<file path="src/sv/dfm_ram.sv">
// ----------------------------------------------------------------------------
// dfm_ram
// Generic one-write one-read RAM with registered read data.
// ----------------------------------------------------------------------------
module dfm_ram #(
  parameter int WIDTH = 16,
  parameter int DEPTH = 128
) (
  input  logic                     clk,
  input  logic                     wr_en,
  input  logic [$clog2(DEPTH)-1:0] wr_addr,
  input  logic [WIDTH-1:0]         wr_data,
  input  logic [$clog2(DEPTH)-1:0] rd_addr,
  output logic [WIDTH-1:0]         rd_data
);
  logic [WIDTH-1:0] mem [DEPTH];

  always_ff @(posedge clk) begin
    if (wr_en) begin
      mem[wr_addr] <= wr_data;
    end
    rd_data <= mem[rd_addr];
  end
endmodule

</file>
<file path="config.mk">
export PLATFORM = sky130hd
export DESIGN_NAME = dfm_ram
export DESIGN_NICKNAME = d
export VERILOG_FILES = /design/src/sv/dfm_ram.sv
export SDC_FILE = /design/constraint.sdc
export NUM_CORES = 2
export LEC_CHECK = 0
export BUFFER_PORTS_ARGS = -buffer_cell sky130_fd_sc_hd__buf_2
export CAP_MARGIN = 5
export CORE_ASPECT_RATIO = 1.75
export CORE_MARGIN = 4
export CORE_UTILIZATION = 45
export DETAILED_ROUTE_END_ITERATION = 10
export SETUP_SLACK_MARGIN = 0.4
export SLEW_MARGIN = 20
export SYNTH_ARGS = -nofsm -noshare
export SYNTH_HDL_FRONTEND = slang
export SYNTH_SLANG_ARGS = --single-unit
</file>
<file path="constraint.sdc">
create_clock -name clk -period 5.1 [get_ports clk]
set_input_delay 1.02 -clock clk [delete_from_list [all_inputs] [get_ports clk]]
set_output_delay 1.02 -clock clk [all_outputs]
set_load 0.01 [all_outputs]
</file>
==> metrics.md <==
| Metric | Value |
|---|---|
| R2r startpoint | mem[30][8] |
| Status | completed |
| WP data required | around 5.8 ns |
| Worst hold path startpoint | wr_data[15] |
| Final hold vios | 0 |
| Post-DR vias/cell | roughly 6 |
| Mapped Cells | 3086 |
| # DRC | 0 |
| CP Max Fanout | 29 |
| Worst slew margin | between 20% and 30% |
| Resized cells post-CTS | 0 |
| TritonCTS clock tree | yes |
| Post-DP HPWL | 124 mm |
| Fmax | roughly 290 MHz |
| # IOs | 48 |
| Clock Sinks | around 2100 |
| CTS Hold Buffers Added | 0 |
| Slew @ Worst Pin | around 1.1 ns |
| WS Path Type | input port to flip-flop |
| Initial core utilization | between 40% and 50% |
| Synthesized net count | roughly 3100 |
| Design area | between 80000 and 90000 um^2 |
| CTS clk-pin slew, worst paths | 0.07 ns |
| Max_cap viols | 0 |
| Peak supply drop | ~0.25 mV |
| HP Class | input port to flip-flop |
| Post-synth cell types | 17 |
| Largest net degree at the start of global routing | 90 |
| Die height | 561 um |
| Core ar. | 173000 um^2 |
| Hold slack | 0.598 ns |
| Final Power | around 34000 uW |
| RSZ-0062 raised after global routing | false |
| Total global routing overflow | 0 |
| Core Rows | around 200 |
| Tmin final | ~3.4 ns |
| DP Area | roughly 83000 um^2 |
| Fin nets | 3409 |
| Synth-to-Final Area Change | 13.1% |
| Starting DRT DRC Count | between 4000 and 5000 |
| Yosys reg bits | about 2100 |
| Syn_area_per_cell | between 20 and 30 um^2 |
| Sum Neg Setup Slack | 0 ns |
| Power per cell area | roughly 380 nW/um^2 |
| Global-route wire length before repair | between 200 and 300 mm |
| ANT nets after route | 0 |
| Lkg Pwr | ~0.027 uW |
| Max Root-Sink Buffers | 4 |
| Port bufs | 47 |
| Share of post-route cells with drive strength above 1 | between 30% and 40% |
| CP startpoint | rd_addr[0] |
| Wirelength per Cell | ~35 um |
| Gr usage total | a little under a quarter |
| Startpoint Class | input port |
| DRT Wirelength | just over 200 mm |
| DR vias | 35249 |
| Initial antenna violation count | 18 |
| Number of global-route vias before repair | around 37000 |
| GPL Wtd Cong | slightly above 0.8 |
| Register area share after synthesis | roughly four fifths |
| DP Worst Slack | 0.858 ns |
| Synthesized area | 78500 um^2 |
| Worst Skew | just under 0.06 ns |
| H-tree levels | 4 |
| Setup Fix Bufs, Post-CTS | 0 |
| Die footprint | about 180000 um^2 |
| Max-slew violations | 0 |
| CTS buffer count | roughly 180 |
| Crit. End Element | flip-flop |
| CP arrival | 4.10 ns |
| Setup violators final | 0 |
| CTS Root Cell | clkbuf_16 |
| Die Wd | between 300 and 400 um |
| Pre-antenna DRT Iters | 6 |
| Yosys warns | 0 |
| Final period util | between 60% and 70% |
| Slack of the critical path | between 1.5 and 2 ns |
| Clk_lat worst skew | 0.82 ns |
-- final cells by class --
cell class,count,area (um^2)
multi-input combinational,858,16100
fill,13172,84600
clock buffer,235,4900
clock inverter,91,855
antenna,21,52.6
timing repair buffer,269,2260
sequential,2064,61800
tap,2244,2810
-- cells by family (layout without fill, tap and decap cells) --
group | count (synthesis) | count (layout) | share of synthesized area, %
buf+inv | 164 | 595 | 0.881
flops | 2064 | 2064 | 78.7
mux | 688 | 688 | 19.5
other cells | 0 | 21 | 0
simple gates | 170 | 170 | 0.888
-- registers in the layout, summed over array words and instances, names as in the netlist --
name	flops
mem	2048
rd_data	16
-- critical path: stages --
cell,delay (ns)
buf_8,0.35
buf_12,0.30
buf_12,0.22
mux4_2,0.54
mux4_2,0.63
mux4_2,0.59
mux2_2,0.30
-- synth_stat cells, drive strengths merged --
master,n,area (um^2)
buf,82,384
clkbuf,82,308
dfxtp,16,320
edfxtp,2048,61500
mux2,16,180
mux4,672,15100
nand2,14,52.6
nand2b,2,12.5
nand3,12,60.1
nand4,3,18.8
nor2,122,458
nor2b,7,43.8
nor3,9,45.0
or3,1,6.26
-- power by group --
| part | internal (uW) | total [uW] | switching (uW) | leakage (uW) |
|---|---|---|---|---|
| registers | 18700 | 18800 | 54.7 | 0.0185 |
| logic | 707 | 1770 | 1060 | 0.00594 |
| clock network | 7560 | 13500 | 5960 | 0.00280 |
-- worst paths after layout --
kind | cells past startpoint | end | slack [ns]
min | 1 | mem[9][15] | 0.60
min reg2reg | 4 | rd_data[12] | 1.14
max | 7 | rd_data[8] | 1.69
max reg2reg | 4 | rd_data[8] | 2.53
-- layer usage --
layer  share of wire [%]  global-route usage, %  wire (um)
met1                  34                   27.3      70100
met4                 5.3                   10.2      10900
met2                  54                   40.5     109000
met5               0.040                      0         81
met3                 6.6                   3.51      13500
-- layout by cell type (no fill, tap or decap), types with 6 or more instances in the layout --
cell type   netlist  final
buf_2            52     26
nor2_1          122    108
nor2b_1           7      7
bufinv_16         0     15
nor3_2            0      9
dfxtp_1          16     16
nor2_4            0      8
nand3_1          12     12
nand2_1          14     14
clkbuf_16         0    189
nor2_2            0      6
clkinv_1          0     31
mux2_2           16     16
clkinvlp_4        0      6
clkinv_2          0     27
mux4_2          672    672
edfxtp_1       2048   2048
diode_2           0     21
buf_12            0     22
clkbuf_1         82     46
buf_4             1    217
clkinv_4          0      8
-- metrics by stage --
step / cells / util (%)
after global routing: 5778 / 51.2
after floorplan: 3086 / -
after CTS: 5761 / 51.2
after detailed placement: 5435 / 47.9
after global placement: 5435 / 47.9
final: 5782 / 51.2
Power figures use the tool's default switching activity.
