## src/sv/dfm_pkg.sv

```systemverilog
// ----------------------------------------------------------------------------
// dfm_pkg
// Shared types, widths and the twiddle table of the DFT magnitude block.
// ----------------------------------------------------------------------------
package dfm_pkg;

  localparam int POINTS       = 64;
  localparam int SAMPLE_BITS  = 16;
  localparam int TWIDDLE_BITS = 16;

  localparam int IDX_W   = $clog2(POINTS);
  localparam int ADDR_W  = IDX_W + 1;
  localparam int BANKS   = 2;
  localparam int PROD_W  = SAMPLE_BITS + TWIDDLE_BITS;
  localparam int ACC_W   = PROD_W + IDX_W;
  localparam int SUM_W   = ACC_W - (TWIDDLE_BITS - 1);
  localparam int RAD_W   = 2 * SUM_W;
  localparam int ROOT_W  = SUM_W;
  localparam int REM_W   = ROOT_W + 2;
  localparam int MAG_W   = 22;
  localparam int STEP_W  = $clog2(ROOT_W);
  localparam int QCNT_W  = 2;

  localparam logic [MAG_W-1:0] MAG_MAX = {MAG_W{1'b1}};

  typedef logic signed [SAMPLE_BITS-1:0]  sample_t;
  typedef logic signed [TWIDDLE_BITS-1:0] twid_t;
  typedef logic signed [PROD_W-1:0]       prod_t;
  typedef logic signed [ACC_W-1:0]        acc_t;
  typedef logic signed [SUM_W-1:0]        sum_t;
  typedef logic [IDX_W-1:0]               idx_t;
  typedef logic [MAG_W-1:0]               mag_t;

  typedef struct packed {
    sum_t re;
    sum_t im;
    idx_t bin;
    logic last;
  } bin_sum_t;

  typedef enum logic {
    MAC_IDLE,
    MAC_RUN
  } mac_state_t;

  typedef enum logic [2:0] {
    SQ_IDLE,
    SQ_SQUARE,
    SQ_ADD,
    SQ_ITER,
    SQ_HOLD
  } sqrt_state_t;

  // round(32767 * cos(2*pi*r/64)) for r = 0..16
  function automatic twid_t quarter_cos(logic [4:0] r);
    twid_t v;
    unique case (r)
      5'd0:    v = 16'sd32767;
      5'd1:    v = 16'sd32609;
      5'd2:    v = 16'sd32137;
      5'd3:    v = 16'sd31356;
      5'd4:    v = 16'sd30273;
      5'd5:    v = 16'sd28898;
      5'd6:    v = 16'sd27245;
      5'd7:    v = 16'sd25329;
      5'd8:    v = 16'sd23170;
      5'd9:    v = 16'sd20787;
      5'd10:   v = 16'sd18204;
      5'd11:   v = 16'sd15446;
      5'd12:   v = 16'sd12539;
      5'd13:   v = 16'sd9512;
      5'd14:   v = 16'sd6393;
      5'd15:   v = 16'sd3212;
      default: v = 16'sd0;
    endcase
    return v;
  endfunction

  function automatic twid_t tw_cos(idx_t a);
    logic [3:0] r;
    logic [4:0] rm;
    twid_t      v;
    r  = a[3:0];
    rm = 5'd16 - {1'b0, r};
    unique case (a[5:4])
      2'd0:    v = quarter_cos({1'b0, r});
      2'd1:    v = -quarter_cos(rm);
      2'd2:    v = -quarter_cos({1'b0, r});
      default: v = quarter_cos(rm);
    endcase
    return v;
  endfunction

  function automatic twid_t tw_sin(idx_t a);
    return tw_cos(a - idx_t'(POINTS / 4));
  endfunction

endpackage

```

## src/sv/dfm_if.sv

```systemverilog
// ----------------------------------------------------------------------------
// dfm_if
// Sample and magnitude stream interfaces with valid/ready handshake.
// ----------------------------------------------------------------------------
interface dfm_in_if
  import dfm_pkg::*;
();
  logic    valid;
  logic    ready;
  sample_t sample;

  modport source (output valid, output sample, input ready);
  modport sink   (input valid, input sample, output ready);
endinterface


```

## src/sv/dfm_front.sv

```systemverilog
// ----------------------------------------------------------------------------
// dfm_front
// Takes samples into the current bank and queues the bank once the frame is full.
// ----------------------------------------------------------------------------
module dfm_front
  import dfm_pkg::*;
(
  input  logic              clk,
  input  logic              rst_n,
  dfm_in_if.sink            in_ch,
  input  logic [QCNT_W-1:0] q_count,
  input  logic              mac_busy,
  output logic              wr_en,
  output logic [ADDR_W-1:0] wr_addr,
  output sample_t           wr_data,
  output logic              push,
  output logic              push_bank
);
  idx_t              fill_r, fill_nxt;
  logic              bank_r, bank_nxt;
  logic [QCNT_W-1:0] banks_used;
  logic              xfer;

  // both banks held by the back end: no free bank to fill
  assign banks_used  = q_count + QCNT_W'(mac_busy);
  assign in_ch.ready = (banks_used < QCNT_W'(BANKS));
  assign xfer        = in_ch.valid && in_ch.ready;

  assign wr_en     = xfer;
  assign wr_addr   = {bank_r, fill_r};
  assign wr_data   = in_ch.sample;
  assign push      = xfer && (fill_r == idx_t'(POINTS - 1));
  assign push_bank = bank_r;

  always_comb begin
    fill_nxt = fill_r;
    bank_nxt = bank_r;
    if (xfer) begin
      fill_nxt = fill_r + idx_t'(1);
      if (push) begin
        bank_nxt = ~bank_r;
      end
    end
  end

  always_ff @(posedge clk) begin
    if (!rst_n) begin
      fill_r <= '0;
      bank_r <= 1'b0;
    end else begin
      fill_r <= fill_nxt;
      bank_r <= bank_nxt;
    end
  end
endmodule

```

## src/flat_wrapper.sv

```systemverilog
// flat-port wrapper written by rule: the top's interface ports become plain ports
module dfm_front_flat import dfm_pkg::*;
  (clk, rst_n, q_count, mac_busy, wr_en, wr_addr, wr_data, push, push_bank, in_ch_valid, in_ch_sample, in_ch_ready);
  dfm_in_if in_ch_i ();
  input  logic clk;
  input  logic rst_n;
  input  logic [QCNT_W-1:0] q_count;
  input  logic mac_busy;
  output logic wr_en;
  output logic [ADDR_W-1:0] wr_addr;
  output sample_t wr_data;
  output logic push;
  output logic push_bank;
  input wire logic [$bits(in_ch_i.valid)-1:0] in_ch_valid;
  input wire logic [$bits(in_ch_i.sample)-1:0] in_ch_sample;
  output wire logic [$bits(in_ch_i.ready)-1:0] in_ch_ready;
  assign in_ch_i.valid = in_ch_valid;
  assign in_ch_i.sample = in_ch_sample;
  assign in_ch_ready = in_ch_i.ready;
  dfm_front u_core (.clk(clk), .rst_n(rst_n), .in_ch(in_ch_i), .q_count(q_count), .mac_busy(mac_busy), .wr_en(wr_en), .wr_addr(wr_addr), .wr_data(wr_data), .push(push), .push_bank(push_bank));
endmodule
```

## config.mk

```make
export PLATFORM = sky130hd
export DESIGN_NAME = dfm_front_flat
export DESIGN_NICKNAME = d
export VERILOG_FILES = /design/src/sv/dfm_pkg.sv /design/src/sv/dfm_if.sv /design/src/sv/dfm_front.sv /design/src/flat_wrapper.sv
export SDC_FILE = /design/constraint.sdc
export NUM_CORES = 1
export LEC_CHECK = 0
export BUFFER_PORTS_ARGS = -buffer_cell sky130_fd_sc_hd__buf_2
export CAP_MARGIN = 10
export CORE_MARGIN = 2
export CORE_UTILIZATION = 37
export DETAILED_ROUTE_END_ITERATION = 8
export PLACE_DENSITY = 0.82
export SYNTH_ARGS = -nofsm -noshare
export SYNTH_HDL_FRONTEND = slang
export SYNTH_SLANG_ARGS = --single-unit
```

## constraint.sdc

```tcl
create_clock -name clk -period 2.4 [get_ports clk]
set_input_delay 0.12 -clock clk [delete_from_list [all_inputs] [get_ports clk]]
set_output_delay 0.12 -clock clk [all_outputs]
set_load 0.01 [all_outputs]
```

==> impl_metrics.tcl <==
set metrics [dict create \
    clk_pin_slew_worst_paths_ns 0.05 \
    swShare_pct 24.19 \
    cts_tree "built" \
    ant_nets 0 \
    fin_cells 73 \
    synth_area_leaders "dfxtp_1, buf_4, mux2i_1, nand3_4, xnor2_1" \
    pwr-share-seq_pct 46.6 \
    critPathKind "reg -> out" \
    pwr_density_cell_nw_per_um2 533.0 \
    grt_pass1_wl_um 1207 \
    drtPass1Iterations 2 \
    max-cap-violations 0 \
    n_fill_cell 138 \
    reg2reg_depth 4 \
    fmax_mhz 661.4 \
    design.core.area_um2 1285 \
    synth_nets 78 \
    post-dp-hpwl_um 647.2 \
    relSlewSlack_pct 81.03 \
    synth-seq-area-share_pct 28.21 \
    ir_drop_mv 0.2394 \
    cp.required_ns 2.28 \
    cp_data_arrival_time_ns 1.39 \
    cts_setup_buffers 0 \
    endpoint "push" \
    drt_iter0_drc 3 \
    start_util_pct 38.66 \
    slew_viol_final 0 \
    grt_pass1_vias 291 \
    synth.most_common_cell "buf_4" \
    yosysWarnings 0 \
    hold_viol_final 0 \
    cp_num_cells 4 \
    synth_top_area_cell "dfxtp_1" \
    cts.path.max_buffers 2 \
    startpoint "u_core.fill_r[0]" \
    synth.avg_cell_area_um2 9.031 \
    rsz0062_at_grt "false" \
    p_switching_mw 0.06373 \
    grt_overflow 0 \
    numCtsBuffers 3 \
    max_slew.worst_pin.slew_ns 0.2823 \
    grt_use_total_pct 11.54 \
    dieArea_um2 1652 \
    fin_crit_sh_pct 63.00 \
    netlist_instances 55 \
    grt_antenna_before_repair 0 \
    portBuffers 16 \
    synth.distinct_cells 24 \
    cts_sinks 7 \
    path_delay_family "flip-flops" \
    cpPeakStageDelay_ns 0.40 \
    combPwrFrac_pct 13.0 \
    htreeDepth 1 \
    regArea_um2 140.1 \
    ys.flop_type "dfxtp_1" \
    p_leak_nw 0.2226 \
    die_y_um 40.64 \
    layout_min_cycle_time_ns 1.512 \
    drt_wl_total_um 804 \
    pwr-share-clk_pct 40.4 \
    async_flop_share_pct 0 \
    netlist_area_um2 496.7 \
    postCtsHoldBufs 0 \
    intPower_mw 0.1997 \
    setup_viol 0 \
    gp_routability_congestion 0.7807 \
    critPathLaunchType "flip-flop" \
    post_cts_resize_count 0 \
    fin_setup_tns_ns 0 \
    slowest_stage "dfxtp_1" \
    dp_cells 69 \
    path_cells "ha_1, nand2_1, nor3_1, buf_2" \
    ctsRootBufferMaster "clkbuf_4" \
    grt_max_degree 11 \
    remaining_drc_errors 0 \
    rrSetupSlack_ns 1.17 \
    fp-row-count 13 \
    io_pins 49 \
    yosysTopAreaCellShare_pct 28.21 \
    insertion_delay_ns 0.25 \
    synth_edf_count 0 \
    end_kind "primary output" \
    via_per_inst 4.740 \
    hold_class "in -> reg" \
    wl_per_cell_um 11.01 \
    drive_above_1_share_pct 39.66 \
    crit_buf_inv 1 \
    finClkSkew_ns 0.007803 \
    finalNetCount 82 \
    syn_to_final_growth_pct -0.5037 \
    multi_input_area_um2 225.2 \
    r2r_start "u_core.fill_r[0]" \
    die_w_um 40.64 \
    synth.ff_latch_count 7 \
    critPathMaxFanout 5 \
    r2r_end "u_core.push_bank" \
    total_power_mw 0.2634 \
    status "completed" \
    yosys-top-cells-count "buf_4, dfxtp_1, nand2_1, nand3_1" \
    dr_total_vias 346 \
    antenna_cells 0 \
]
## tightest hold or removal path, stage by stage
cell and delay, ns:
buf_2 0.14, nand2_1 0.07, mux2i_1 0.05
## sequential cells by signal, indices dropped and copies added (netlist names)
| name | flops |
|---|---|
| u_core.fill_r | 6 |
| u_core.push_bank | 1 |
## worst min-delay path by stage
stage                      from          endpoint  slack, ns  depth (start not counted)
6_report                  rst_n  u_core.push_bank       0.19                          3
5_1_grt                   rst_n  u_core.fill_r[5]       0.20                          2
4_1_cts                   rst_n  u_core.fill_r[5]       0.19                          2
3_5_place_dp   in_ch_sample[10]       wr_data[10]       0.24                          0
3_3_place_gp   in_ch_sample[10]       wr_data[10]       0.24                          0
2_1_floorplan             rst_n  u_core.fill_r[0]       0.24                          1
## final cells by class
type / instances / area share (%)
multi-input combinational: 30 / 45.57
clock buffer: 4 / 5.316
tap: 15 / 3.797
timing repair buffer: 16 / 16.20
inverter: 1 / 0.7595
sequential: 7 / 28.35
## cells by family (layout without fill, tap and decap cells)
family / count (synthesis) / after routing / share of synthesized area [%]
adders and majority gates: 1 / 1 / 2.518
DFF: 7 / 7 / 28.21
buffers and inverters: 18 / 21 / 26.45
muxes: 2 / 2 / 4.030
AOI/OAI and AO/OA: 7 / 7 / 11.84
xor gates and xnor gates: 2 / 2 / 3.527
and+or+nand+nor: 18 / 18 / 23.43
## routing by layer
metal	vias to the layer above	wire [um]	track usage, %
met5	-	0	0
met4	0	4	10.00
met3	2	103	5.435
met2	15	377	15.08
met1	151	319	13.82
li1	178	-	-
## metrics by stage
stage / setup WS, ns / hold slack [ns] / util (%) / instance area, um^2
floorplan: 1.029 / 0.2417 / - / 496.7
global placement: 1.142 / 0.2401 / 36.42 / 467.9
detailed placement: 1.112 / 0.2401 / 36.42 / 467.9
CTS: 0.8624 / 0.1899 / 38.46 / 494.2
global route: 0.7471 / 0.1994 / 38.46 / 494.2
finish: 0.8881 / 0.1923 / 38.46 / 494.2
## power groups by stage
stage | Clock (mW) | Combinational [mW] | Sequential [mW]
6_report | 0.106 | 0.0342 | 0.123
5_1_grt | 0.119 | 0.0385 | 0.123
4_1_cts | 0.112 | 0.0351 | 0.123
3_5_place_dp | 0 | 0.0347 | 0.125
3_3_place_gp | 0 | 0.0337 | 0.125
2_1_floorplan | 0 | 0.0465 | 0.126
## cell usage in the layout (no fill, tap or decap)
master    instances
or4_1             1
nand3b_1          1
nand2b_1          2
nand3_4           1
buf_2            16
nor3_1            1
o31ai_1           2
a21boi_0          1
a21boi_1          1
a21bo_4           1
or3_2             1
o21ai_0           1
clkbuf_4          3
o211ai_1          1
and2_2            1
nor2b_1           1
nand2_1           3
nand4_1           1
and2_1            2
nand3_1           3
dfxtp_1           7
clkbuf_1          1
ha_1              1
xnor2_1           2
mux2i_1           2
inv_1             1
Note: power is estimated with default switching activity, not from simulation.
