$ cat config.mk
export PLATFORM = sky130hd
export DESIGN_NAME = dfm_mac
export DESIGN_NICKNAME = d
export VERILOG_FILES = /design/src/sv/dfm_pkg.sv /design/src/sv/dfm_mac.sv
export SDC_FILE = /design/constraint.sdc
export NUM_CORES = 2
export LEC_CHECK = 0
export BUFFER_PORTS_ARGS = -buffer_cell sky130_fd_sc_hd__clkbuf_2
export CAP_MARGIN = 25
export CORE_UTILIZATION = 55
export CTS_BUF_LIST = sky130_fd_sc_hd__clkbuf_4 sky130_fd_sc_hd__clkbuf_8 sky130_fd_sc_hd__clkbuf_16
export DETAILED_ROUTE_END_ITERATION = 10
export PLACE_DENSITY = 0.72
export SLEW_MARGIN = 20
export SYNTH_ARGS = -nofsm -noshare
export SYNTH_HDL_FRONTEND = slang
export SYNTH_SLANG_ARGS = --single-unit
$ cat constraint.sdc
create_clock -name clk -period 22.3 [get_ports clk]
set_input_delay 1.115 -clock clk [delete_from_list [all_inputs] [get_ports clk]]
set_output_delay 1.115 -clock clk [all_outputs]
set_load 0.01 [all_outputs]
$ cat src/sv/dfm_pkg.sv
// ----------------------------------------------------------------------------
// dfm_pkg
// Shared types, widths and the twiddle table of the DFT magnitude block.
// ----------------------------------------------------------------------------
package dfm_pkg;

  localparam int POINTS       = 64;
  localparam int SAMPLE_BITS  = 16;
  localparam int TWIDDLE_BITS = 16;

  localparam int IDX_W   = $clog2(POINTS);
  localparam int ADDR_W  = IDX_W + 1;
  localparam int BANKS   = 2;
  localparam int PROD_W  = SAMPLE_BITS + TWIDDLE_BITS;
  localparam int ACC_W   = PROD_W + IDX_W;
  localparam int SUM_W   = ACC_W - (TWIDDLE_BITS - 1);
  localparam int RAD_W   = 2 * SUM_W;
  localparam int ROOT_W  = SUM_W;
  localparam int REM_W   = ROOT_W + 2;
  localparam int MAG_W   = 22;
  localparam int STEP_W  = $clog2(ROOT_W);
  localparam int QCNT_W  = 2;

  localparam logic [MAG_W-1:0] MAG_MAX = {MAG_W{1'b1}};

  typedef logic signed [SAMPLE_BITS-1:0]  sample_t;
  typedef logic signed [TWIDDLE_BITS-1:0] twid_t;
  typedef logic signed [PROD_W-1:0]       prod_t;
  typedef logic signed [ACC_W-1:0]        acc_t;
  typedef logic signed [SUM_W-1:0]        sum_t;
  typedef logic [IDX_W-1:0]               idx_t;
  typedef logic [MAG_W-1:0]               mag_t;

  typedef struct packed {
    sum_t re;
    sum_t im;
    idx_t bin;
    logic last;
  } bin_sum_t;

  typedef enum logic {
    MAC_IDLE,
    MAC_RUN
  } mac_state_t;

  typedef enum logic [2:0] {
    SQ_IDLE,
    SQ_SQUARE,
    SQ_ADD,
    SQ_ITER,
    SQ_HOLD
  } sqrt_state_t;

  // round(32767 * cos(2*pi*r/64)) for r = 0..16
  function automatic twid_t quarter_cos(logic [4:0] r);
    twid_t v;
    unique case (r)
      5'd0:    v = 16'sd32767;
      5'd1:    v = 16'sd32609;
      5'd2:    v = 16'sd32137;
      5'd3:    v = 16'sd31356;
      5'd4:    v = 16'sd30273;
      5'd5:    v = 16'sd28898;
      5'd6:    v = 16'sd27245;
      5'd7:    v = 16'sd25329;
      5'd8:    v = 16'sd23170;
      5'd9:    v = 16'sd20787;
      5'd10:   v = 16'sd18204;
      5'd11:   v = 16'sd15446;
      5'd12:   v = 16'sd12539;
      5'd13:   v = 16'sd9512;
      5'd14:   v = 16'sd6393;
      5'd15:   v = 16'sd3212;
      default: v = 16'sd0;
    endcase
    return v;
  endfunction

  function automatic twid_t tw_cos(idx_t a);
    logic [3:0] r;
    logic [4:0] rm;
    twid_t      v;
    r  = a[3:0];
    rm = 5'd16 - {1'b0, r};
    unique case (a[5:4])
      2'd0:    v = quarter_cos({1'b0, r});
      2'd1:    v = -quarter_cos(rm);
      2'd2:    v = -quarter_cos({1'b0, r});
      default: v = quarter_cos(rm);
    endcase
    return v;
  endfunction

  function automatic twid_t tw_sin(idx_t a);
    return tw_cos(a - idx_t'(POINTS / 4));
  endfunction

endpackage

$ cat src/sv/dfm_mac.sv
// ----------------------------------------------------------------------------
// dfm_mac
// Complex MAC over one bank, bin by bin, one sample per cycle unless stalled.
// ----------------------------------------------------------------------------
module dfm_mac
  import dfm_pkg::*;
(
  input  logic              clk,
  input  logic              rst_n,
  input  logic              tok_valid,
  input  logic              tok_bank,
  output logic              tok_pop,
  output logic              busy,
  output logic [ADDR_W-1:0] rd_addr,
  input  sample_t           rd_data,
  output logic              pend_valid,
  output bin_sum_t          pend,
  input  logic              pend_ready
);
  mac_state_t state_r, state_nxt;
  logic       bank_r;
  idx_t       k_r, j_r, ang_r;
  logic       iss, pipe_busy, j_last;

  logic       v1_r, first1_r, last1_r, blast1_r;
  idx_t       ang1_r, bin1_r;
  logic       v2_r, first2_r, last2_r, blast2_r;
  idx_t       bin2_r;
  prod_t      p_re_r, p_im_r;
  acc_t       acc_re_r, acc_im_r, acc_re_nxt, acc_im_nxt;
  logic       pend_v_r;
  bin_sum_t   pend_r;

  assign j_last    = (j_r == idx_t'(POINTS - 1));
  assign pipe_busy = v1_r || v2_r;
  // a bin starts only with an empty pipe and a free hand-off register
  assign iss = (state_r == MAC_RUN) && !((j_r == '0) && (pend_v_r || pipe_busy));

  always_comb begin
    state_nxt = state_r;
    unique case (state_r)
      MAC_IDLE: if (tok_valid) state_nxt = MAC_RUN;
      MAC_RUN:  if (iss && j_last && (k_r == idx_t'(POINTS - 1))) state_nxt = MAC_IDLE;
      default:  state_nxt = MAC_IDLE;
    endcase
  end

  always_comb begin
    tok_pop = 1'b0;
    busy    = 1'b0;
    unique case (state_r)
      MAC_IDLE: tok_pop = tok_valid;
      MAC_RUN:  busy    = 1'b1;
      default:  busy    = 1'b0;
    endcase
  end

  assign rd_addr = {bank_r, j_r};

  always_ff @(posedge clk) begin
    if (!rst_n) begin
      state_r <= MAC_IDLE;
      v1_r    <= 1'b0;
      v2_r    <= 1'b0;
      pend_v_r <= 1'b0;
    end else begin
      state_r <= state_nxt;
      v1_r    <= iss;
      v2_r    <= v1_r;
      if (v2_r && last2_r) begin
        pend_v_r <= 1'b1;
      end else if (pend_ready) begin
        pend_v_r <= 1'b0;
      end
    end
  end

  always_ff @(posedge clk) begin
    if (!rst_n) begin
      bank_r <= 1'b0;
      k_r    <= '0;
      j_r    <= '0;
      ang_r  <= '0;
    end else if (state_r == MAC_IDLE) begin
      if (tok_valid) begin
        bank_r <= tok_bank;
      end
      k_r   <= '0;
      j_r   <= '0;
      ang_r <= '0;
    end else if (iss) begin
      j_r <= j_r + idx_t'(1);
      if (j_last) begin
        ang_r <= '0;
        k_r   <= k_r + idx_t'(1);
      end else begin
        ang_r <= ang_r + k_r;
      end
    end
  end

  always_ff @(posedge clk) begin
    ang1_r   <= ang_r;
    first1_r <= (j_r == '0);
    last1_r  <= j_last;
    bin1_r   <= k_r;
    blast1_r <= (k_r == idx_t'(POINTS - 1));

    p_re_r   <= prod_t'(rd_data * tw_cos(ang1_r));
    p_im_r   <= prod_t'(rd_data * tw_sin(ang1_r));
    first2_r <= first1_r;
    last2_r  <= last1_r;
    bin2_r   <= bin1_r;
    blast2_r <= blast1_r;
  end

  always_comb begin
    acc_re_nxt = (first2_r ? acc_t'(0) : acc_re_r) + acc_t'(p_re_r);
    acc_im_nxt = (first2_r ? acc_t'(0) : acc_im_r) - acc_t'(p_im_r);
  end

  always_ff @(posedge clk) begin
    if (v2_r) begin
      acc_re_r <= acc_re_nxt;
      acc_im_r <= acc_im_nxt;
      if (last2_r) begin
        pend_r.re   <= acc_re_nxt[ACC_W-1:TWIDDLE_BITS-1];
        pend_r.im   <= acc_im_nxt[ACC_W-1:TWIDDLE_BITS-1];
        pend_r.bin  <= bin2_r;
        pend_r.last <= blast2_r;
      end
    end
  end

  assign pend_valid = pend_v_r;
  assign pend       = pend_r;
endmodule

==> results.yml <==
status:
  status: "finished clean"
pwr:
  peakVddDrop_mv: 0.2931
  p_sw_share_pct: 46.71
  power_switching_uw: 2165
  clock_power_share_pct: 10.9
  powerDensity_nw_per_um2: 128.4
  internal_power_uw: 2471
  total_leakage_power_uw: 0.01729
  combPwrFrac_pct: 75.0
  p_seq_share_pct: 14.1
sta:
  setup_viol: 0
  rsz0062_at_grt: "false"
  fin_skew_ns: 0.05135
  layout_min_cycle_time_ns: 10.85
  max_freq_ghz: 0.09217
  drv_slew: 0
  tightestPinTransition_ns: 1.039
  slew-limit-headroom_pct: 30.73
  hold_viol: 0
  period_share_pct: 48.65
  setup_tns_ns: 0
placed_design:
  dp_cells: 4420
  hpwl_um: 55620
  place_congestion: 0.9018
  port-buffer-count: 83
clocking:
  clk_path_buf_depth: 3
  clkSinkCount: 255
  root_buffer: "clkbuf_16"
  clkTransAtPathRegs_ns: 0.06
  cts_tree: "built"
  numCtsBuffers: 30
  postCtsResizedCells: 0
  h-tree-depth: 1
  cts_hold_buf: 0
  post-cts-setup-buffer-count: 0
  insertion_delay_ns: 0.61
synth:
  synth_warnings: 0
  synth_cells: 3657
  ys_top_cells_by_area: "fa_1 31%, edfxtp_1 11%, ha_1 9.7%, inv_1 7.5%, dfxtp_1 7.4%"
  syn_area_um2: 33910
  synth-main-ff-cell: "edfxtp_1"
  synthArstFlopShare_pct: 0
  synth_seq_cells: 255
  synth_top_area_cell: "fa_1"
  yosysSeqAreaShare_pct: 18.86
  ys_types: 90
  avgSynthCellArea_um2: 9.273
  syn_nets: 4469
  synth_edf_count: 129
  synth_top_area_share_pct: 31.17
die:
  initial_core_util_pct: 55.97
  placementRows: 90
  die_area_um2: 62650
  core_area_um2: 60580
  ioPinCount: 84
  die_height_um: 250.3
  die_w_um: 250.3
min_path:
  hold_start: "bin1_r[1]"
  min_to: "bin2_r[1]"
  hold_path_depth: 0
  min_path_type: "flop to flop"
drt:
  drt_first_pass_iters: 6
  vias: 24650
  wl_per_cell_um: 16.57
  drtIter0Drc: 1648
  drc: 0
  routed_wl_um: 74200
  antenna_left: 0
  viasPerCell: 5.506
global_routing:
  grt_util_all_layers_pct: 24.50
  overflow: 0
  antenna_found_initial: 2
  grt_pass1_vias: 25180
  grt_pass1_wl_um: 125100
  grt_max_degree: 76
final_layout:
  final_common_cell: "inv_1"
  instances_no_fill: 4477
  area_growth_syn_to_layout_pct: 6.442
  drive_above_1_share_pct: 6.116
  final_cell_mix: "682 x inv_1, 528 x fa_1, 365 x nand2_1"
  n_antenna_cell: 0
  fin_nets: 4483
  num-fill-cells: 5286
worst_setup_path:
  start_kind: "flop"
  critPathKind: "flop to flop"
  r2r-start: "ang1_r[0]"
  cp.required_ns: 22.79
  cp-end-kind: "flop"
  rrSetupSlack_ns: 11.45
  crit_arrival_ns: 11.34
  r2r_cells: 37
  slowest_delay_ns: 0.81
  cp_max_fo: 24
  worst_path_max_delay_cell: "dfxtp_1"
  r2r-end: "p_im_r[31]"
run:
  cap_viol_max_count: 0
## cells by family (layout without fill, tap and decap cells)
group,count (synthesis),after routing,share of synthesized area (%)
AOI/OAI and AO/OA,541,541,10.42
xor gates and xnor gates,161,161,4.180
adders and majority gates,791,791,40.87
buffers and inverters,819,857,9.254
DFF,255,255,18.86
muxes,16,16,0.6236
and+or+nand+nor,1074,1074,15.79
## flip-flops by register name, indices dropped and copies added, names as in the netlist, 6 cells and up, named ones only
| register | cells |
|---|---|
| pend | 53 |
| acc_im_r | 38 |
| acc_re_r | 38 |
| p_im_r | 32 |
| p_re_r | 32 |
| ang1_r | 6 |
| ang_r | 6 |
| bin1_r | 6 |
| bin2_r | 6 |
| j_r | 6 |
| k_r | 6 |
## cell type report
class | count | area, um2 | area share (%)
clock inverter | 13 | 108.9 | 0.3016
clock buffer | 43 | 943.4 | 2.614
multi-input combinational | 2583 | 24420 | 67.65
tap | 782 | 978.4 | 2.711
inverter | 685 | 2574 | 7.130
timing repair buffer | 116 | 670.6 | 1.858
sequential | 255 | 6402 | 17.74
## cell usage after synthesis, drive strengths merged, types with 44 or more instances
library cell and instances:
nand2 365, clkbuf 103, edfxtp 129, xnor2 117, nor2b 146, xor2 44, a21o 55, and2 208
inv 683, o21ai 120, ha 263, fa 528, a21oi 158, nor2 172, dfxtp 126
## per-stage QoR
stage          area (um2)  hold slack (ns)  util (%)  setup slack [ns]  total power (uW)
4_1_cts             36080           0.3261     59.56             11.57              4668
2_1_floorplan       33910           0.3096         -             13.17              3447
3_3_place_gp        35030           0.3106     57.82             11.99              4054
6_report            36100           0.3239     59.58             11.45              4636
3_5_place_dp        35030           0.3121     57.82             11.68              4144
5_1_grt             36100           0.3268     59.58             10.76              5216
## how the worst max path moves through the flow
stage	start	to	slack, ns	cells past startpoint
3_5_place_dp	ang1_r[0]	p_im_r[31]	11.68	37
4_1_cts	ang1_r[0]	p_im_r[31]	11.57	37
2_1_floorplan	ang1_r[1]	p_im_r[31]	13.17	37
3_3_place_gp	ang1_r[0]	p_im_r[31]	11.99	36
5_1_grt	ang1_r[0]	p_im_r[31]	10.76	36
6_report	ang1_r[0]	p_im_r[31]	11.45	37
## layer usage
layer	vias up	global-route usage (%)	part of all wire [%]
met5	-	0	0.013
met1	12240	34.43	44
met3	119	2.743	5.8
met4	2	7.134	2.8
met2	685	40.09	47
li1	11610	-	-
## worst max-delay path, delay by kind of cell (launching register included)
family	cells	cell delay [ns]
flops	1	0.81
compound gates	12	3.56
xor+xnor	1	0.18
simple gates	8	1.16
fa+ha+maj	9	4.15
buf+inv	7	0.86
## power groups by stage
stage          combinational, uW  sequential [uW]  clock (uW)
6_report                    3480              652         505
5_1_grt                     4030              654         535
4_1_cts                     3500              651         517
3_5_place_dp                3480              661           0
3_3_place_gp                3390              661           0
2_1_floorplan               2800              649           0
Power figures use the tool's default switching activity.
