`src/sv/dfm_pkg.sv`:
```
// ----------------------------------------------------------------------------
// dfm_pkg
// Shared types, widths and the twiddle table of the DFT magnitude block.
// ----------------------------------------------------------------------------
package dfm_pkg;

  localparam int POINTS       = 64;
  localparam int SAMPLE_BITS  = 16;
  localparam int TWIDDLE_BITS = 16;

  localparam int IDX_W   = $clog2(POINTS);
  localparam int ADDR_W  = IDX_W + 1;
  localparam int BANKS   = 2;
  localparam int PROD_W  = SAMPLE_BITS + TWIDDLE_BITS;
  localparam int ACC_W   = PROD_W + IDX_W;
  localparam int SUM_W   = ACC_W - (TWIDDLE_BITS - 1);
  localparam int RAD_W   = 2 * SUM_W;
  localparam int ROOT_W  = SUM_W;
  localparam int REM_W   = ROOT_W + 2;
  localparam int MAG_W   = 22;
  localparam int STEP_W  = $clog2(ROOT_W);
  localparam int QCNT_W  = 2;

  localparam logic [MAG_W-1:0] MAG_MAX = {MAG_W{1'b1}};

  typedef logic signed [SAMPLE_BITS-1:0]  sample_t;
  typedef logic signed [TWIDDLE_BITS-1:0] twid_t;
  typedef logic signed [PROD_W-1:0]       prod_t;
  typedef logic signed [ACC_W-1:0]        acc_t;
  typedef logic signed [SUM_W-1:0]        sum_t;
  typedef logic [IDX_W-1:0]               idx_t;
  typedef logic [MAG_W-1:0]               mag_t;

  typedef struct packed {
    sum_t re;
    sum_t im;
    idx_t bin;
    logic last;
  } bin_sum_t;

  typedef enum logic {
    MAC_IDLE,
    MAC_RUN
  } mac_state_t;

  typedef enum logic [2:0] {
    SQ_IDLE,
    SQ_SQUARE,
    SQ_ADD,
    SQ_ITER,
    SQ_HOLD
  } sqrt_state_t;

  // round(32767 * cos(2*pi*r/64)) for r = 0..16
  function automatic twid_t quarter_cos(logic [4:0] r);
    twid_t v;
    unique case (r)
      5'd0:    v = 16'sd32767;
      5'd1:    v = 16'sd32609;
      5'd2:    v = 16'sd32137;
      5'd3:    v = 16'sd31356;
      5'd4:    v = 16'sd30273;
      5'd5:    v = 16'sd28898;
      5'd6:    v = 16'sd27245;
      5'd7:    v = 16'sd25329;
      5'd8:    v = 16'sd23170;
      5'd9:    v = 16'sd20787;
      5'd10:   v = 16'sd18204;
      5'd11:   v = 16'sd15446;
      5'd12:   v = 16'sd12539;
      5'd13:   v = 16'sd9512;
      5'd14:   v = 16'sd6393;
      5'd15:   v = 16'sd3212;
      default: v = 16'sd0;
    endcase
    return v;
  endfunction

  function automatic twid_t tw_cos(idx_t a);
    logic [3:0] r;
    logic [4:0] rm;
    twid_t      v;
    r  = a[3:0];
    rm = 5'd16 - {1'b0, r};
    unique case (a[5:4])
      2'd0:    v = quarter_cos({1'b0, r});
      2'd1:    v = -quarter_cos(rm);
      2'd2:    v = -quarter_cos({1'b0, r});
      default: v = quarter_cos(rm);
    endcase
    return v;
  endfunction

  function automatic twid_t tw_sin(idx_t a);
    return tw_cos(a - idx_t'(POINTS / 4));
  endfunction

endpackage

```
`src/sv/dfm_if.sv`:
```


interface dfm_out_if
  import dfm_pkg::*;
();
  logic valid;
  logic ready;
  idx_t bin_index;
  mag_t magnitude;
  logic last_bin;

  modport source (output valid, output bin_index, output magnitude, output last_bin,
                  input ready);
  modport sink   (input valid, input bin_index, input magnitude, input last_bin,
                  output ready);
endinterface

```
`src/sv/dfm_sqrt.sv`:
```
// ----------------------------------------------------------------------------
// dfm_sqrt
// Squares, sums and takes the floor square root, one root bit per cycle.
// ----------------------------------------------------------------------------
module dfm_sqrt
  import dfm_pkg::*;
(
  input  logic      clk,
  input  logic      rst_n,
  input  logic      pend_valid,
  input  bin_sum_t  pend,
  output logic      pend_ready,
  dfm_out_if.source out_ch
);
  sqrt_state_t             state_r, state_nxt;
  logic [SUM_W-1:0]        a_r, b_r;
  logic [RAD_W-1:0]        sa_r, sb_r, rad_r;
  logic [ROOT_W-1:0]       root_r;
  logic [REM_W-1:0]        rem_r;
  logic [STEP_W-1:0]       step_r;
  idx_t                    bin_r;
  logic                    last_r;
  logic [REM_W+1:0]        rem_sh, trial;
  logic                    fits;

  assign rem_sh = {rem_r, rad_r[RAD_W-1 -: 2]};
  assign trial  = (REM_W + 2)'({root_r, 2'b01});
  assign fits   = (rem_sh >= trial);

  always_comb begin
    state_nxt = state_r;
    unique case (state_r)
      SQ_IDLE:   if (pend_valid) state_nxt = SQ_SQUARE;
      SQ_SQUARE: state_nxt = SQ_ADD;
      SQ_ADD:    state_nxt = SQ_ITER;
      SQ_ITER:   if (step_r == STEP_W'(ROOT_W - 1)) state_nxt = SQ_HOLD;
      SQ_HOLD:   if (out_ch.ready) state_nxt = SQ_IDLE;
      default:   state_nxt = SQ_IDLE;
    endcase
  end

  always_comb begin
    pend_ready   = 1'b0;
    out_ch.valid = 1'b0;
    unique case (state_r)
      SQ_IDLE: pend_ready   = 1'b1;
      SQ_HOLD: out_ch.valid = 1'b1;
      default: pend_ready   = 1'b0;
    endcase
  end

  always_ff @(posedge clk) begin
    if (!rst_n) begin
      state_r <= SQ_IDLE;
    end else begin
      state_r <= state_nxt;
    end
  end

  always_ff @(posedge clk) begin
    unique case (state_r)
      SQ_IDLE: begin
        a_r    <= pend.re[SUM_W-1] ? SUM_W'(-pend.re) : SUM_W'(pend.re);
        b_r    <= pend.im[SUM_W-1] ? SUM_W'(-pend.im) : SUM_W'(pend.im);
        bin_r  <= pend.bin;
        last_r <= pend.last;
      end
      SQ_SQUARE: begin
        sa_r <= a_r * a_r;
        sb_r <= b_r * b_r;
      end
      SQ_ADD: begin
        rad_r  <= sa_r + sb_r;
        root_r <= '0;
        rem_r  <= '0;
        step_r <= '0;
      end
      SQ_ITER: begin
        rad_r  <= {rad_r[RAD_W-3:0], 2'b00};
        step_r <= step_r + STEP_W'(1);
        if (fits) begin
          rem_r  <= REM_W'(rem_sh - trial);
          root_r <= {root_r[ROOT_W-2:0], 1'b1};
        end else begin
          rem_r  <= REM_W'(rem_sh);
          root_r <= {root_r[ROOT_W-2:0], 1'b0};
        end
      end
      default: begin
      end
    endcase
  end

  assign out_ch.bin_index = bin_r;
  assign out_ch.last_bin  = last_r;
  assign out_ch.magnitude = (root_r > ROOT_W'(MAG_MAX)) ? MAG_MAX : root_r[MAG_W-1:0];
endmodule

```
`src/flat_wrapper.sv`:
```
// flat-port wrapper written by rule: the top's interface ports become plain ports
module dfm_sqrt_flat import dfm_pkg::*;
  (clk, rst_n, pend_valid, pend, pend_ready, out_ch_valid, out_ch_bin_index, out_ch_magnitude, out_ch_last_bin, out_ch_ready);
  dfm_out_if out_ch_i ();
  input  logic clk;
  input  logic rst_n;
  input  logic pend_valid;
  input  bin_sum_t pend;
  output logic pend_ready;
  output wire logic [$bits(out_ch_i.valid)-1:0] out_ch_valid;
  output wire logic [$bits(out_ch_i.bin_index)-1:0] out_ch_bin_index;
  output wire logic [$bits(out_ch_i.magnitude)-1:0] out_ch_magnitude;
  output wire logic [$bits(out_ch_i.last_bin)-1:0] out_ch_last_bin;
  input wire logic [$bits(out_ch_i.ready)-1:0] out_ch_ready;
  assign out_ch_valid = out_ch_i.valid;
  assign out_ch_bin_index = out_ch_i.bin_index;
  assign out_ch_magnitude = out_ch_i.magnitude;
  assign out_ch_last_bin = out_ch_i.last_bin;
  assign out_ch_i.ready = out_ch_ready;
  dfm_sqrt u_core (.clk(clk), .rst_n(rst_n), .pend_valid(pend_valid), .pend(pend), .pend_ready(pend_ready), .out_ch(out_ch_i));
endmodule
```
`config.mk`:
```
export PLATFORM = sky130hd
export DESIGN_NAME = dfm_sqrt_flat
export DESIGN_NICKNAME = d
export VERILOG_FILES = /design/src/sv/dfm_pkg.sv /design/src/sv/dfm_if.sv /design/src/sv/dfm_sqrt.sv /design/src/flat_wrapper.sv
export SDC_FILE = /design/constraint.sdc
export NUM_CORES = 2
export LEC_CHECK = 0
export BUFFER_PORTS_ARGS = -buffer_cell sky130_fd_sc_hd__buf_4
export CAP_MARGIN = 10
export CORE_MARGIN = 8
export CORE_UTILIZATION = 30
export DETAILED_ROUTE_END_ITERATION = 10
export PLACE_DENSITY_LB_ADDON = 0.15
export SYNTH_ARGS = -nofsm -noshare
export SYNTH_HDL_FRONTEND = slang
export SYNTH_SLANG_ARGS = --single-unit
export TNS_END_PERCENT = 100
```
`constraint.sdc`:
```
create_clock -name clk -period 7.8 [get_ports clk]
set_input_delay 1.17 -clock clk [delete_from_list [all_inputs] [get_ports clk]]
set_output_delay 1.17 -clock clk [all_outputs]
set_load 0.02 [all_outputs]
```
==> metrics.txt <==
status=complete, no violations; arrival time at the worst endpoint=around 8 ns; boundary pin count=between 80 and 90; remaining max-slew budget at the tightest pin=25.35%; number of synthesized flops with an enable pin=between 200 and 250; clock transition at the registers of the reported paths=0.06 ns; hold crit path type=register to register; final setup violating endpoints=0; multi-input combinational cell area=approximately 31000 um2; total clock buffers created by CTS=35; total detailed-routing wirelength=between 100 and 150 mm; via density per instance=around 4.5; number of optimization iterations in the first detailed-route pass=5; commonest non-fill, non-tap cell in the layout=sky130_fd_sc_hd__inv_1; number of core rows=between 100 and 150; Setup TNS=0 ns; sequential cell area fraction in the yosys report=between 15 and 20%; kind of end point of the critical path=register; WL/cell=between 15 and 20 um; DRC errors left=0; required time at the endpoint of the critical path=about 8.1 ns; overflow left after global routing=0; DRC marker count from the first detailed-route iteration=about 1100; number of antenna violations at the first check in global routing=1; wire length of the first global-routing pass=between 150 and 200 mm; Max Clock Skew=roughly 0.028 ns; time the worst path needs with I/O delays and setup=between 7 and 8 ns; vias after detailed routing=about 30000; # H-tree levels=2; CTS tree=built; CTS sink count=roughly 250; gr usage total=approximately 14%; Setup CP Type=register to register; core footprint=143300 um2; antenna violation net count after detailed routing=0; library cells used by synthesis=91; setup repair after global routing missed its margin=no; hold bufs inserted after CTS=0; commonest cells after routing, fill and taps aside=sky130_fd_sc_hd__inv_1 (1049), sky130_fd_sc_hd__fa_1 (770), sky130_fd_sc_hd__nand2_1 (431); Sequential cell area=approximately 7300 um2; period utilization=around 96%; Main synth FF type=sky130_fd_sc_hd__edfxtp_1; post-synthesis async set-or-reset flop share=0%; post-synthesis instance area=between 40000 and 50000 um2; synthesized area per cell=9.664 um2; vias in the first global route=between 30000 and 40000; number of inserted filler cells in the final layout=between 10000 and 15000; layout net count=between 5000 and 6000; largest net degree at the start of global routing=68; placer's final routability congestion estimate=0.8253; PortBufs=between 80 and 90; DP HPWL=around 92 mm; number of synthesis warnings=0; fraction of final layout cells with drive strength greater than 1=between 6 and 7%; clock root cell=sky130_fd_sc_hd__clkbuf_16; critical path fanouts, max=13; number of instances in the synthesized netlist=4468; Max clock buf depth=3; category of the worst setup path launch point=register; total of max-cap violations=0; height of the die=a little under 400 um; die width=between 300 and 400 um; Synth Net Count=around 5700; Yosys reg bits=around 250; Final Hold Fails=0; Worst Tran Pin Value=between 1 and 1.5 ns; final core area utilization=33.27%; insertion delay of the later-clocked pin in the worst-skew pair=approximately 0.59 ns; Max Clock Freq=around 130 MHz; final hold slack=approximately 0.52 ns; overall die area=between 150000 and 200000 um2; max-slew violations=0; P&R area growth vs syn=10.43%; Initial Util=roughly 30%
[worst paths after layout]
path	startpoint	endpoint	slack, ns	cells past startpoint
hold reg to reg	u_core.rad_r[0]	u_core.rad_r[2]	0.52	2
hold / removal	u_core.rad_r[0]	u_core.rad_r[2]	0.52	2
setup reg to reg	u_core.b_r[9]	u_core.sb_r[45]	0.29	22
setup / recovery	u_core.b_r[9]	u_core.sb_r[45]	0.29	22
[registers in the layout (all words and copies together), names as in the netlist]
name,cells
u_core.sb_r,45
u_core.sa_r,45
u_core.a_r,23
u_core.rem_r,25
u_core.out_ch.last_bin,1
u_core.b_r,23
u_core.out_ch.bin_index,6
u_core.state_r,3
u_core.rad_r,46
u_core.step_r,5
u_core.root_r,23
[cell families after synthesis]
group | share of synthesized area [%]
DFF | 16.97
AOI/OAI and AO/OA | 8.146
buffers and inverters | 10.53
and+or+nand+nor | 12.02
xor gates and xnor gates | 3.976
adders and majority gates | 47.84
muxes | 0.5187
[per-layer routing]
metal  global-route usage [%]  up-vias  wire length [um]
li1                         -    14150                 -
met1                    18.79    14760             48900
met2                    25.99      292             56110
met3                    1.494       81              2728
met4                    2.341        0              1563
met5                        0        -                 0
[metrics by stage]
| step | instances | setup WS [ns] | cell area [um2] |
|---|---|---|---|
| after detailed placement | 6408 | 0.1324 | 46410 |
| after global routing | 6488 | 0.01435 | 47680 |
| final | 6490 | 0.2910 | 47680 |
| after floorplan | 4468 | 0.06082 | 43180 |
| after global placement | 6408 | 0.1900 | 46410 |
| after CTS | 6472 | 0.1234 | 47530 |
[Yosys cell counts (all sizes together) (63+ instances only)]
cell type | number | area share [%]
o21ai | 103 | 1.2
inv | 1049 | 9.1
a21oi | 167 | 1.9
ha | 419 | 12
xor2 | 63 | 1.3
nor2 | 204 | 1.8
clkbuf | 143 | 1.2
nand2 | 432 | 3.8
and2 | 207 | 3.0
fa | 770 | 36
edfxtp | 242 | 17
xnor2 | 133 | 2.7
a21o | 94 | 1.6
[critical path, stage by stage (launching register included)]
cell and delay [ns]:
sky130_fd_sc_hd__edfxtp_1 0.63, sky130_fd_sc_hd__inv_1 0.25, sky130_fd_sc_hd__nor2_1 0.14, sky130_fd_sc_hd__fa_1 0.55, sky130_fd_sc_hd__inv_1 0.10, sky130_fd_sc_hd__fa_1 0.54
sky130_fd_sc_hd__inv_1 0.05, sky130_fd_sc_hd__fa_1 0.52, sky130_fd_sc_hd__inv_1 0.06, sky130_fd_sc_hd__fa_1 0.56, sky130_fd_sc_hd__fa_1 0.44, sky130_fd_sc_hd__fa_1 0.47
sky130_fd_sc_hd__fa_1 0.49, sky130_fd_sc_hd__inv_1 0.04, sky130_fd_sc_hd__ha_1 0.42, sky130_fd_sc_hd__and3_1 0.28, sky130_fd_sc_hd__nand2_1 0.08, sky130_fd_sc_hd__or2_2 0.31
sky130_fd_sc_hd__a2111o_1 0.47, sky130_fd_sc_hd__a211o_1 0.37, sky130_fd_sc_hd__nand3_1 0.18, sky130_fd_sc_hd__a311oi_1 0.14, sky130_fd_sc_hd__xnor2_1 0.15
[layout make-up]
cell class / count / area share [%]
Multi-Input combinational cell: 3021 / 65.74
Sequential cell: 245 / 15.37
Inverter: 1051 / 8.273
Tap cell: 1903 / 4.993
Timing Repair Buffer: 204 / 3.264
Clock buffer: 40 / 1.921
Clock inverter: 24 / 0.4277
Antenna cell: 2 / 0.01050
[timing repair]
item | CTS | global route
endpoints found under the setup margin | 0 | 8
setup buffers | 0 | 16
resized for setup | 0 | 1
Power is not shown: default switching activity piles up to over one toggle a cycle in this logic, so the estimate is an artifact.
